File: config.mk
export PLATFORM = sky130hd
export DESIGN_NAME = hex_text_to_bytes_parser_top
export DESIGN_NICKNAME = d
export VERILOG_FILES = /design/src/sv/htb_pkg.sv /design/src/sv/htb_front.sv /design/src/sv/htb_back.sv /design/src/sv/hex_text_to_bytes_parser_top.sv
export SDC_FILE = /design/constraint.sdc
export NUM_CORES = 1
export LEC_CHECK = 0
export BUFFER_PORTS_ARGS = -buffer_cell sky130_fd_sc_hd__buf_2
export CAP_MARGIN = 20
export CORE_MARGIN = 2
export CORE_UTILIZATION = 45
export CTS_CLUSTER_DIAMETER = 80
export CTS_CLUSTER_SIZE = 14
export DETAILED_ROUTE_END_ITERATION = 6
export PLACE_DENSITY = 0.69
export RECOVER_POWER = 50
export SLEW_MARGIN = 0
export SYNTH_ARGS = -nofsm -noshare
export SYNTH_HDL_FRONTEND = slang
export SYNTH_SLANG_ARGS = --single-unit
File: constraint.sdc
create_clock -name clock -period 3.1 [get_ports clock]
set_clock_uncertainty 0.15 [all_clocks]
set_input_delay 0 -clock clock [delete_from_list [all_inputs] [get_ports clock]]
set_output_delay 0 -clock clock [all_outputs]
set_load 0.05 [all_outputs]
File: src/sv/htb_pkg.sv
// ----------------------------------------------------------------------------
// htb_pkg: shared types and helpers for the hex text to bytes parser
// Character classification and the record that moves from the front part
// to the back part through the item queue.
// ----------------------------------------------------------------------------
package htb_pkg;

   localparam int BYTES_PER_LINE_DEFAULT = 16;
   localparam int QUEUE_DEPTH_DEFAULT    = 2;

   // One character as a hex digit: flag and value.
   typedef struct packed {
      logic       is_hex;
      logic [3:0] nib;
   } digit_type;

   // A classified character as the back part sees it.
   typedef struct packed {
      digit_type digit;
      logic      is_blank;
      logic      is_newline;
      logic      last;
   } char_class_type;

   // Head of the item queue toward the back part.
   typedef struct packed {
      logic           valid;
      char_class_type item;
   } queue_head_type;

   function automatic char_class_type classify(input logic [7:0] c, input logic last);
      char_class_type r;
      r.digit.is_hex = 1'b0;
      r.digit.nib    = c[3:0];
      if (c >= 8'h30 && c <= 8'h39) begin
         r.digit.is_hex = 1'b1;
      end else if ((c >= 8'h41 && c <= 8'h46) || (c >= 8'h61 && c <= 8'h66)) begin
         r.digit.is_hex = 1'b1;
         r.digit.nib    = 4'(c[3:0] + 4'd9);
      end
      r.is_blank   = (c == 8'h20) || (c == 8'h09);
      r.is_newline = (c == 8'h0d) || (c == 8'h0a);
      r.last       = last;
      return r;
   endfunction

endpackage

File: src/sv/htb_front.sv
// ----------------------------------------------------------------------------
// htb_front: character intake and item queue
// Classifies each transferred character and holds it in a short queue
// until the back part takes it.
// ----------------------------------------------------------------------------
module htb_front #(
   parameter int QUEUE_DEPTH = 2
) (
   input  logic                    clock,
   input  logic                    reset,
   input  logic                    req_push,
   output logic                    req_full,
   input  logic [7:0]              req_text_char,
   input  logic                    req_end_of_text,
   output htb_pkg::queue_head_type head,
   input  logic                    head_pop
);
   import htb_pkg::*;

   localparam int PW = (QUEUE_DEPTH > 1) ? $clog2(QUEUE_DEPTH) : 1;
   localparam int CW = $clog2(QUEUE_DEPTH + 1);
   localparam logic [PW-1:0] LAST_SLOT = PW'(QUEUE_DEPTH - 1);
   localparam logic [CW-1:0] FULL_CNT  = CW'(QUEUE_DEPTH);

   char_class_type q_mem_ff [QUEUE_DEPTH];
   logic [PW-1:0]  wr_ptr_ff, wr_ptr_in;
   logic [PW-1:0]  rd_ptr_ff, rd_ptr_in;
   logic [CW-1:0]  cnt_ff, cnt_in;
   logic           do_push, do_pop;

   assign req_full   = (cnt_ff == FULL_CNT) || reset;
   assign do_push    = req_push && !req_full;
   assign do_pop     = head_pop && (cnt_ff != '0);
   assign head.valid = (cnt_ff != '0);
   assign head.item  = q_mem_ff[rd_ptr_ff];

   always_comb begin
      wr_ptr_in = wr_ptr_ff;
      rd_ptr_in = rd_ptr_ff;
      cnt_in    = cnt_ff;
      if (do_push) begin
         wr_ptr_in = (wr_ptr_ff == LAST_SLOT) ? '0 : PW'(wr_ptr_ff + 1'b1);
      end
      if (do_pop) begin
         rd_ptr_in = (rd_ptr_ff == LAST_SLOT) ? '0 : PW'(rd_ptr_ff + 1'b1);
      end
      if (do_push && !do_pop) begin
         cnt_in = CW'(cnt_ff + 1'b1);
      end else if (do_pop && !do_push) begin
         cnt_in = CW'(cnt_ff - 1'b1);
      end
   end

   always_ff @(posedge clock) begin
      if (reset) begin
         wr_ptr_ff <= '0;
         rd_ptr_ff <= '0;
         cnt_ff    <= '0;
      end else begin
         wr_ptr_ff <= wr_ptr_in;
         rd_ptr_ff <= rd_ptr_in;
         cnt_ff    <= cnt_in;
      end
   end

   always_ff @(posedge clock) begin
      if (do_push) begin
         q_mem_ff[wr_ptr_ff] <= classify(req_text_char, req_end_of_text);
      end
   end

endmodule

File: src/sv/htb_back.sv
// ----------------------------------------------------------------------------
// htb_back: line parser and result buffer
// Runs the pair scanner or hex-dump line parser on one classified character
// per cycle when the result buffer has room, and buffers the decoded bytes.
// ----------------------------------------------------------------------------
module htb_back #(
   parameter int BYTES_PER_LINE = 16
) (
   input  logic                    clock,
   input  logic                    reset,
   input  htb_pkg::queue_head_type head,
   output logic                    head_pop,
   input  logic                    csr_write,
   input  logic                    csr_dump_mode,
   output logic                    rsp_empty,
   input  logic                    rsp_pop,
   output logic [7:0]              rsp_out_byte
);
   import htb_pkg::*;

   localparam logic [2:0] PH_LEAD       = 3'd0;
   localparam logic [2:0] PH_TOKEN      = 3'd1;
   localparam logic [2:0] PH_OFFSET_GAP = 3'd2;
   localparam logic [2:0] PH_DATA_SCAN  = 3'd3;
   localparam logic [2:0] PH_DATA_PAIR  = 3'd4;
   localparam logic [2:0] PH_EOL_TEXT   = 3'd5;
   localparam logic [2:0] PH_EOL_BREAK  = 3'd6;

   localparam logic [4:0] LINE_BYTES = 5'(BYTES_PER_LINE);
   localparam logic [2:0] BLANK_SAT  = 3'd4;
   localparam logic [2:0] GAP_RUN    = 3'd2;

   logic       mode_ff;
   logic [2:0] phase_ff, phase_in;
   digit_type  first_ff, first_in;
   digit_type  second_ff, second_in;
   logic [1:0] held_ff, held_in;
   logic [2:0] blank_ff, blank_in;
   logic       gap_ff, gap_in;
   logic [4:0] lbc_ff, lbc_in;
   logic       emit;
   logic [7:0] emit_byte;

   logic [7:0] out_mem_ff [2];
   logic       out_wr_ff, out_rd_ff;
   logic [1:0] out_cnt_ff, out_cnt_in;
   logic       out_push, out_pop, step;

   char_class_type ch;
   assign ch = head.item;

   // Step when a character waits and the result buffer can take a byte.
   assign step     = head.valid && ((out_cnt_ff != 2'd2) || rsp_pop);
   assign head_pop = step;

   always_comb begin
      logic done;
      phase_in  = phase_ff;
      first_in  = first_ff;
      second_in = second_ff;
      held_in   = held_ff;
      blank_in  = blank_ff;
      gap_in    = gap_ff;
      lbc_in    = lbc_ff;
      emit      = 1'b0;
      emit_byte = '0;
      done      = 1'b0;
      if (mode_ff) begin
         // At most two phases are visited per character.
         for (int i = 0; i < 3; i++) begin
            if (!done) begin
               unique case (phase_in)
                  PH_LEAD: begin
                     done = 1'b1;
                     if (!ch.is_blank) begin
                        first_in = ch.digit;
                        held_in  = 2'd1;
                        phase_in = PH_TOKEN;
                     end
                  end
                  PH_TOKEN: begin
                     if (!ch.is_blank) begin
                        done = 1'b1;
                        if (held_in == 2'd1) begin
                           second_in = ch.digit;
                           held_in   = 2'd2;
                        end else begin
                           held_in = 2'd3;
                        end
                     end else if (held_in == 2'd2) begin
                        gap_in = 1'b0;
                        lbc_in = '0;
                        if (first_in.is_hex && second_in.is_hex) begin
                           emit      = 1'b1;
                           emit_byte = {first_in.nib, second_in.nib};
                           lbc_in    = 5'd1;
                        end
                        held_in  = '0;
                        blank_in = '0;
                        phase_in = (lbc_in == LINE_BYTES) ? PH_EOL_TEXT : PH_DATA_SCAN;
                     end else begin
                        done     = 1'b1;
                        held_in  = '0;
                        blank_in = 3'd1;
                        phase_in = PH_OFFSET_GAP;
                     end
                  end
                  PH_OFFSET_GAP: begin
                     done = 1'b1;
                     if (ch.is_blank) begin
                        if (blank_in < BLANK_SAT) blank_in = 3'(blank_in + 1'b1);
                     end else begin
                        gap_in   = (blank_in >= BLANK_SAT);
                        lbc_in   = '0;
                        blank_in = '0;
                        if (ch.digit.is_hex) begin
                           first_in = ch.digit;
                           held_in  = 2'd1;
                           phase_in = PH_DATA_PAIR;
                        end else begin
                           held_in  = '0;
                           phase_in = PH_DATA_SCAN;
                        end
                     end
                  end
                  PH_DATA_SCAN: begin
                     if (ch.is_blank) begin
                        done = 1'b1;
                        if (blank_in < BLANK_SAT) blank_in = 3'(blank_in + 1'b1);
                     end else if (blank_in >= BLANK_SAT) begin
                        blank_in = '0;
                        phase_in = PH_EOL_TEXT;
                     end else if (gap_in && blank_in >= GAP_RUN) begin
                        blank_in = '0;
                        phase_in = PH_LEAD;
                     end else begin
                        done     = 1'b1;
                        blank_in = '0;
                        if (ch.digit.is_hex) begin
                           first_in = ch.digit;
                           held_in  = 2'd1;
                           phase_in = PH_DATA_PAIR;
                        end else begin
                           held_in  = '0;
                           phase_in = PH_DATA_SCAN;
                        end
                     end
                  end
                  PH_DATA_PAIR: begin
                     held_in  = '0;
                     blank_in = '0;
                     if (ch.digit.is_hex) begin
                        done      = 1'b1;
                        emit      = 1'b1;
                        emit_byte = {first_in.nib, ch.digit.nib};
                        lbc_in    = 5'(lbc_in + 1'b1);
                        phase_in  = (lbc_in == LINE_BYTES) ? PH_EOL_TEXT : PH_DATA_SCAN;
                     end else begin
                        phase_in = PH_DATA_SCAN;
                     end
                  end
                  PH_EOL_TEXT: begin
                     done = 1'b1;
                     if (ch.is_newline) phase_in = PH_EOL_BREAK;
                  end
                  PH_EOL_BREAK: begin
                     if (ch.is_newline) begin
                        done = 1'b1;
                     end else begin
                        phase_in = PH_LEAD;
                     end
                  end
                  default: begin
                     phase_in = PH_LEAD;
                  end
               endcase
            end
         end
         // Flush a two-character token still open at the final character.
         if (ch.last && !emit && phase_in == PH_TOKEN && held_in == 2'd2 &&
             first_in.is_hex && second_in.is_hex) begin
            emit      = 1'b1;
            emit_byte = {first_in.nib, second_in.nib};
         end
      end else if (held_ff != '0) begin
         if (ch.digit.is_hex) begin
            emit      = 1'b1;
            emit_byte = {first_ff.nib, ch.digit.nib};
         end
         held_in = '0;
      end else if (ch.digit.is_hex) begin
         first_in = ch.digit;
         held_in  = 2'd1;
      end
   end

   always_ff @(posedge clock) begin
      if (reset || csr_write || (step && ch.last)) begin
         phase_ff  <= PH_LEAD;
         first_ff  <= '0;
         second_ff <= '0;
         held_ff   <= '0;
         blank_ff  <= '0;
         gap_ff    <= 1'b0;
         lbc_ff    <= '0;
      end else if (step) begin
         phase_ff  <= phase_in;
         first_ff  <= first_in;
         second_ff <= second_in;
         held_ff   <= held_in;
         blank_ff  <= blank_in;
         gap_ff    <= gap_in;
         lbc_ff    <= lbc_in;
      end
   end

   always_ff @(posedge clock) begin
      if (reset) begin
         mode_ff <= 1'b0;
      end else if (csr_write) begin
         mode_ff <= csr_dump_mode;
      end
   end

   // Two-entry result buffer.
   assign out_push     = step && emit;
   assign out_pop      = rsp_pop && !rsp_empty;
   assign rsp_empty    = (out_cnt_ff == 2'd0) || reset;
   assign rsp_out_byte = out_mem_ff[out_rd_ff];

   always_comb begin
      out_cnt_in = out_cnt_ff;
      if (out_push && !out_pop) begin
         out_cnt_in = 2'(out_cnt_ff + 1'b1);
      end else if (out_pop && !out_push) begin
         out_cnt_in = 2'(out_cnt_ff - 1'b1);
      end
   end

   always_ff @(posedge clock) begin
      if (reset) begin
         out_wr_ff  <= 1'b0;
         out_rd_ff  <= 1'b0;
         out_cnt_ff <= '0;
      end else begin
         if (out_push) out_wr_ff <= !out_wr_ff;
         if (out_pop) out_rd_ff <= !out_rd_ff;
         out_cnt_ff <= out_cnt_in;
      end
   end

   always_ff @(posedge clock) begin
      if (out_push) begin
         out_mem_ff[out_wr_ff] <= emit_byte;
      end
   end

endmodule

File: src/sv/hex_text_to_bytes_parser_top.sv
// ----------------------------------------------------------------------------
// hex_text_to_bytes_parser_top: hex text to byte stream converter
// Plain pair or hex-dump line parsing, one character per cycle unless stalled.
// ----------------------------------------------------------------------------
// Throughput: one character per cycle while the result side drains, set by
//   the single-step line parser. A character goes through the item queue,
//   then the parser step writes its byte into the result buffer.
// Reset: synchronous; clears both queues, the parse state and dump_mode.
//   A csr write also returns the parse state to line start.
module hex_text_to_bytes_parser_top #(
   parameter int BYTES_PER_LINE = htb_pkg::BYTES_PER_LINE_DEFAULT,
   parameter int QUEUE_DEPTH    = htb_pkg::QUEUE_DEPTH_DEFAULT
) (
   input  logic       clock,
   input  logic       reset,
   // character input
   input  logic       req_push,
   output logic       req_full,
   input  logic [7:0] req_text_char,
   input  logic       req_end_of_text,
   // decoded bytes
   output logic       rsp_empty,
   input  logic       rsp_pop,
   output logic [7:0] rsp_out_byte,
   // mode register
   input  logic       csr_write,
   input  logic       csr_dump_mode
);
   import htb_pkg::*;

   // Classified characters waiting for the parser; the parser pops one per
   // transfer it can pass on.
   queue_head_type head;
   logic           head_pop;

   // Front part: classify and queue each transferred character.
   htb_front #(
      .QUEUE_DEPTH (QUEUE_DEPTH)
   ) u_front (
      .clock           (clock),
      .reset           (reset),
      .req_push        (req_push),
      .req_full        (req_full),
      .req_text_char   (req_text_char),
      .req_end_of_text (req_end_of_text),
      .head            (head),
      .head_pop        (head_pop)
   );

   // Back part: advance the parser and hold decoded bytes until popped.
   htb_back #(
      .BYTES_PER_LINE (BYTES_PER_LINE)
   ) u_back (
      .clock         (clock),
      .reset         (reset),
      .head          (head),
      .head_pop      (head_pop),
      .csr_write     (csr_write),
      .csr_dump_mode (csr_dump_mode),
      .rsp_empty     (rsp_empty),
      .rsp_pop       (rsp_pop),
      .rsp_out_byte  (rsp_out_byte)
   );

endmodule

==> results of run 1 <==
[path summary, 6_finish.rpt]
path,startpoint,to,cells after the start
setup / recovery,u_back.phase_ff[2],u_back.out_cnt_ff[1],12
hold / removal,req_text_char[0],u_front.q_mem_ff[1][3],3
hold reg to reg,u_back.second_ff[1],u_back.second_ff[1],2
setup reg to reg,u_back.phase_ff[2],u_back.out_cnt_ff[1],12
[synth_stat cells, drive strengths merged (4+ instances only)]
master  number  share of area
xnor2        4         0.0079
xor2         8          0.016
or3          4         0.0056
nand4        5         0.0070
clkbuf      13          0.011
and3         4         0.0056
a21o         4         0.0067
ha          12          0.034
buf         13          0.019
a22oi        9          0.015
o221ai       4         0.0079
mux2        19          0.051
edfxtp      32           0.22
a31oi        9          0.013
nor3        14          0.019
nor4         6          0.013
dfxtp       35           0.16
o31ai       10          0.017
o21ai       27          0.030
a21oi       38          0.044
mux2i       15          0.035
nor2        61          0.053
nand3       12          0.013
nand2       36          0.032
inv         20          0.017
o211ai       7          0.012
nand2b       9          0.013
nor2b        5         0.0070
a211oi       4         0.0067
[stage by stage]
stage	cell area, sq um	TNS (ns)	setup slack [ns]	power [mW]
after global placement	5560	-2.81	-0.282	2.08
after detailed placement	5560	-3.46	-0.318	2.10
final	6310	-0.545	-0.148	3.06
after global routing	6310	-2.11	-0.213	3.20
after CTS	6200	-0.168	-0.107	3.03
after floorplan	4470	-0.0948	-0.0948	1.68
[per-layer routing]
layer | vias up | global-route usage
li1 | 2198 | -
met1 | 2246 | 0.373
met2 | 167 | 0.520
met3 | 31 | 0.0598
met4 | 0 | 0.104
met5 | - | 0
[where the power goes]
part	switching [mW]	internal (mW)
logic	0.668	0.523
clock network	0.376	0.458
registers	0.0541	0.983
[cell usage in the layout (no fill, tap or decap), types with 5 or more instances in the layout]
cell / n
a21oi_1: 33
a22oi_1: 9
a31oi_1: 7
buf_2: 12
buf_4: 120
buf_6: 6
clkbuf_1: 13
clkbuf_8: 9
dfxtp_1: 29
dlygate4sd3_1: 18
edfxtp_1: 32
ha_1: 9
inv_1: 19
mux2_2: 16
mux2i_1: 10
nand2_1: 35
nand2b_1: 8
nand3_1: 11
nand4_1: 5
nor2_1: 56
nor3_1: 11
o211ai_1: 7
o21ai_0: 22
o31ai_1: 6
xor2_1: 7
[registers in the layout (all words and copies together), names as in the netlist, named ones only]
register / cells
u_front.q_mem_ff: 16
u_back.out_wr_ff: 1
u_back.first_ff: 5
u_back.blank_ff: 3
u_back.mode_ff: 1
u_back.phase_ff: 3
u_back.out_rd_ff: 1
u_front.rd_ptr_ff: 1
u_back.gap_ff: 1
u_back.lbc_ff: 5
u_back.out_cnt_ff: 2
u_front.cnt_ff: 2
u_front.wr_ptr_ff: 1
u_back.held_ff: 2
u_back.second_ff: 5
u_back.out_mem_ff: 16
[final cells by class]
type	instances	area, sq um	share of cell area
clock inverters	7	98.8	0.0157
repair buffers	170	1270	0.202
multi-input cells	385	2900	0.459
well taps	133	166	0.0264
flip-flops and latches	67	1670	0.265
clock buffers	9	124	0.0196
inverters	21	78.8	0.0125
[cells by family after synthesis]
logic type | synth area share
xor gates and xnor gates | 0.0236
buffers and inverters | 0.0478
adders and majority gates | 0.0337
muxes | 0.0852
AOI/OAI and AO/OA | 0.227
DFF | 0.373
and+or+nand+nor | 0.209
[critical path, cell delays in order, from the launching register on]
cell and delay (ns):
dfxtp_2 0.37, buf_4 0.18, buf_4 0.14, buf_4 0.19
o21ai_0 0.13, a31o_2 0.27, a32o_2 0.23, nand4b_4 0.16
or4_4 0.57, nand2_4 0.10, ha_4 0.20, or3_1 0.35
a21oi_1 0.13
[what timing repair did]
action / in CTS / in global routing
hold buffers: 18 / 0
endpoints found under the setup margin: 32 / 35
pin swaps: 17 / 4
endpoints found under the hold margin: 23 / 0
setup buffers: 6 / 2
gates cloned: 1 / 0
gates resized for setup: 50 / 25
==> run metrics, run 1 <==
Yosys cell types=79; # fillers=829; Mapped Area=0.00445 sq mm; Core Util, Final=0.652; Ports=25; final WL=15300 um; max-cap viol count=0; status=finished with violations; Async SR Flop Fraction=0; Num CTS Buffers=9; First DRT Iteration DRCs=328; Top FF cell, synth=dfxtp_1; Worst Setup Start Kind=register; CTS Buffer Depth=2; Fmax achieved=308 MHz; initial antenna violation count=0; final routed DRC violation total=0; Synth Warn #=0; LEAKAGE=2.49 nW; die area=0.0107 sq mm; dpl hpwl=11400 um; Vias/cell=5.86; peak supply drop=0.000366 V; nets@finish=681; clk_lat worst skew=0.36 ns; WP data arrival=3.39 ns; total track usage=0.301; port bufs=24; CTS clk-pin slew, worst paths=0.08 ns; CTS root buffer=clkbuf_8; max layer used=met4; clk sinks=67; Post-synth EDFFs=32; Avg Inst Size Synth=8.94 sq um; R2R setup slack=-0.15 ns; placed cells=751; violated checks=negative setup slack; Crit path required time=3.24 ns; Hold WS=0.0362 ns; H-tree depth=3; Worst Hold Class=primary input to register; first-pass GRT wire length=23900 um; area grow syn2layout=41.8%; flops & latches, synth=67; Starting Density=0.460; WL met3=832 um; routed len/inst=19.3 um; min setup slack post-route=-0.148 ns; largest net degree at the start of global routing=18; metal1 wirelength=6340 um; antenna viol nets, final=0; vias=4642; Slew HR=0.516; Syn Inst Count=498; syn_nets=525; final setup vio count=18; Die X-Extent=103 um; total grt overflow=0; sequential area share after synthesis=0.373; RSZ-0062 raised after global routing=true; Final Critical Period=3.25 ns; DRT Pass-1 Iters=5; worst slew pin tran=0.723 ns; Core Area=0.00968 sq mm; Slew Limit Fails=0; metal2 WL=7720 um; Hold Vio Cnt, Final=0; CTS tree=built; Cell Count, Final, Fillers Out=792; Setup crit end kind=register; num rows=36; period utilisation layout=1.05; height of the die=103 um; Worst Path Max Fanout=11; GP Congestion=0.949; # diodes=0; share of layout cells above drive strength 1=0.367; Crit Path Category=register to register; number of global-route vias before repair=4553; power per cell area=485 mW/mm^2
Power figures use the tool's default switching activity.
==> run 2, diff against run 1 <==
SYNTH_HIERARCHICAL = 1   (was not set)
==> run metrics, run 2 <==
Synth Warn #=6 (was 0); pre-CTS setup slack=-0.489 ns (was -0.318 ns); CTS tree=built (unchanged); status=finished with violations (unchanged); syn_nets=527 (was 525); Worst Setup Start Kind=register (unchanged); CTS root buffer=clkbuf_8 (unchanged); max-cap viol count=0 (unchanged); Crit Path Category=register to register (unchanged); RSZ-0062 raised after global routing=true (unchanged); worst slew pin tran=0.608 ns (was 0.723 ns); R2R setup slack=-0.48 ns (was -0.15 ns); power per cell area=493 mW/mm^2 (was 485 mW/mm^2); most common cell after layout, fill and taps aside=buf_4 (unchanged); Vias/cell=5.70 (was 5.86); violated checks=negative setup slack (unchanged); CTS clk-pin slew, worst paths=0.07 ns (was 0.08 ns); Crit path required time=3.23 ns (was 3.24 ns); port bufs=24 (unchanged); area grow syn2layout=34.2% (was 41.8%); number of global-route vias before repair=4054 (was 4553); biggest regs=u_back/out_mem_ff (16), u_front/q_mem_ff (16) (was u_back.out_mem_ff (16), u_front.q_mem_ff (16)); Worst Path Max Fanout=5 (was 11); worst hold stages=4 (was 3); flops & latches, synth=67 (unchanged); H-tree depth=3 (unchanged); largest net degree at the start of global routing=20 (was 18); clk sinks=67 (unchanged); most frequent cells in the layout=94 x buf_4, 56 x nor2_1, 43 x nand2_1 (was 120 x buf_4, 56 x nor2_1, 35 x nand2_1); share of layout cells above drive strength 1=0.312 (was 0.367); num rows=36 (unchanged); # diodes=0 (unchanged); # fillers=807 (was 829); WP data arrival=3.71 ns (was 3.39 ns); dpl hpwl=9040 um (was 11400 um); Worst Hold Class=primary input to register (unchanged); Syn Inst Count=501 (was 498); initial antenna violation count=0 (unchanged); Post-synth EDFFs=32 (unchanged); Top FF cell, synth=dfxtp_1 (unchanged); area of the multi-input gates=0.00275 sq mm (was 0.00290 sq mm); final setup TNS=-8.73 ns (was -0.545 ns); dominant cell type by area after synthesis=edfxtp_1 (unchanged); DRT Pass-1 Iters=6 (was 5); Yosys cell types=72 (was 79); top cell type's share of synthesized area=0.219 (was 0.216); most frequent cell after synthesis=nor2_1 (unchanged); Mapped Area=0.00439 sq mm (was 0.00445 sq mm); Worst Hold Endpoint=u_front/q_mem_ff[1][4] (was u_front.q_mem_ff[1][3]); nets@finish=649 (was 681); final routed DRC violation total=0 (unchanged); Ports=25 (unchanged); hold_sp=req_text_char[7] (was req_text_char[0]); Async SR Flop Fraction=0 (unchanged); Worst Reg-to-Reg Cells=13 (was 12); Worst R2R End=u_back/out_cnt_ff[1] (was u_back.out_cnt_ff[1]); final setup vio count=35 (was 18); vias=4337 (was 4642); Setup crit end kind=register (unchanged); LEAKAGE=2.38 nW (was 2.49 nW); clk_lat worst skew=0.35 ns (was 0.36 ns); final WL=12600 um (was 15300 um); Fmax achieved=280 MHz (was 308 MHz); total track usage=0.241 (was 0.301); period utilisation layout=1.15 (was 1.05); largest cells by area after synthesis=edfxtp_1 22%, dfxtp_1 16%, nor2_1 5.0% (unchanged); Final Critical Period=3.58 ns (was 3.25 ns); Slew HR=0.595 (was 0.516); First DRT Iteration DRCs=265 (was 328); routed len/inst=16.6 um (was 19.3 um); Num CTS Buffers=9 (unchanged); Avg Inst Size Synth=8.75 sq um (was 8.94 sq um); Die X-Extent=103 um (about the same); GP Congestion=0.950 (was 0.949); Hold Vio Cnt, Final=0 (unchanged); Slew Limit Fails=0 (unchanged); sequential area share after synthesis=0.379 (was 0.373); first-pass GRT wire length=19500 um (was 23900 um); synth cell count leaders=59 x nor2_1, 45 x nand2_1, 42 x a21oi_1 (was 59 x nor2_1, 37 x a21oi_1, 35 x dfxtp_1, 35 x nand2_1, 32 x edfxtp_1); Core Area=0.00959 sq mm (was 0.00968 sq mm); antenna viol nets, final=0 (unchanged); min setup slack post-route=-0.475 ns (was -0.148 ns); total grt overflow=0 (unchanged); height of the die=103 um (about the same); die area=0.0106 sq mm (was 0.0107 sq mm); peak supply drop=0.000410 V (was 0.000366 V); CTS Buffer Depth=2 (unchanged); register area=0.00167 sq mm (about the same); Starting Density=0.457 (was 0.460)
[run 2: logic make-up (layout without fill, tap and decap cells)]
family,Yosys count,after routing,share of synthesized area
adder cells (fa/ha/maj),11,11,0.0314
multiplexers,28,28,0.0696
buffers and inverters,46,173,0.0436
AO/OA/AOI/OAI,160,160,0.246
flip-flops,67,67,0.379
AND/OR/NAND/NOR,181,181,0.215
XOR/XNOR,8,8,0.0160
[run 2: power by group]
group | total (mW) | internal, mW | switching, mW
clock network | 0.682 | 0.342 | 0.341
registers | 1.05 | 0.993 | 0.0540
logic | 1.17 | 0.507 | 0.661
total | 2.90 | 1.84 | 1.06
[run 2: how the worst max path moves through the flow]
stage / startpoint / endpoint / slack [ns] / cells after the start
final: register / u_back/out_cnt_ff[1] / -0.48 / 13
after global routing: register / u_back/out_cnt_ff[1] / -0.56 / 15
after CTS: register / u_back/out_cnt_ff[1] / -0.40 / 13
after detailed placement: register / u_back/out_cnt_ff[1] / -0.49 / 15
after global placement: u_back/phase_ff[1] / u_back/out_cnt_ff[1] / -0.47 / 15
after floorplan: register / u_back/out_cnt_ff[1] / -0.53 / 15
[run 2: area by class of cell]
cell class,count,area share
inverters,16,0.0102
well taps,133,0.0283
flip-flops and latches,67,0.283
multi-input cells,388,0.468
clock inverters,3,0.00362
clock buffers,13,0.0272
repair buffers,141,0.179
[run 2: what timing repair did]
item / 4_1_cts / 5_1_grt
gates resized for setup: 18 / 28
setup endpoints to repair: 37 / 37
hold buffers: 17 / 0
endpoints found under the hold margin: 32 / 0
buffers inserted: 2 / 1
gates cloned: 0 / 0
pin swaps: 6 / 9
[run 2: critical path, stage by stage (launching register included)]
cell       delay, ns
dfxtp_4         0.36
mux2_4          0.33
nand2b_4        0.17
o221a_4         0.30
or3_4           0.36
or3_4           0.33
o32a_1          0.19
nand4bb_1       0.22
nor2_2          0.18
o221ai_2        0.15
inv_2           0.09
ha_4            0.19
or3_4           0.36
a21oi_2         0.13
[run 2: stage by stage]
stage               power, mW  std cells  utilization  cell area [sq um]  hold WS [ns]
finish                   2.90        761        0.613               5880        0.0191
global placement         2.12        725        0.551               5290        0.0470
detailed placement       2.14        725        0.551               5290        0.0491
global route             3.06        761        0.613               5880        0.0398
floorplan                1.77        501            -               4410       -0.0511
CTS                      2.87        760        0.598               5740       0.00526
[run 2: layer usage]
layer | share of wire | up-vias | GRT usage | wire, um
li1 | - | 2120 | - | -
met1 | 0.44 | 2050 | 0.300 | 5550
met2 | 0.50 | 148 | 0.415 | 6250
met3 | 0.048 | 19 | 0.0502 | 610
met4 | 0.014 | 0 | 0.0790 | 180
met5 | 0 | - | 0 | 0
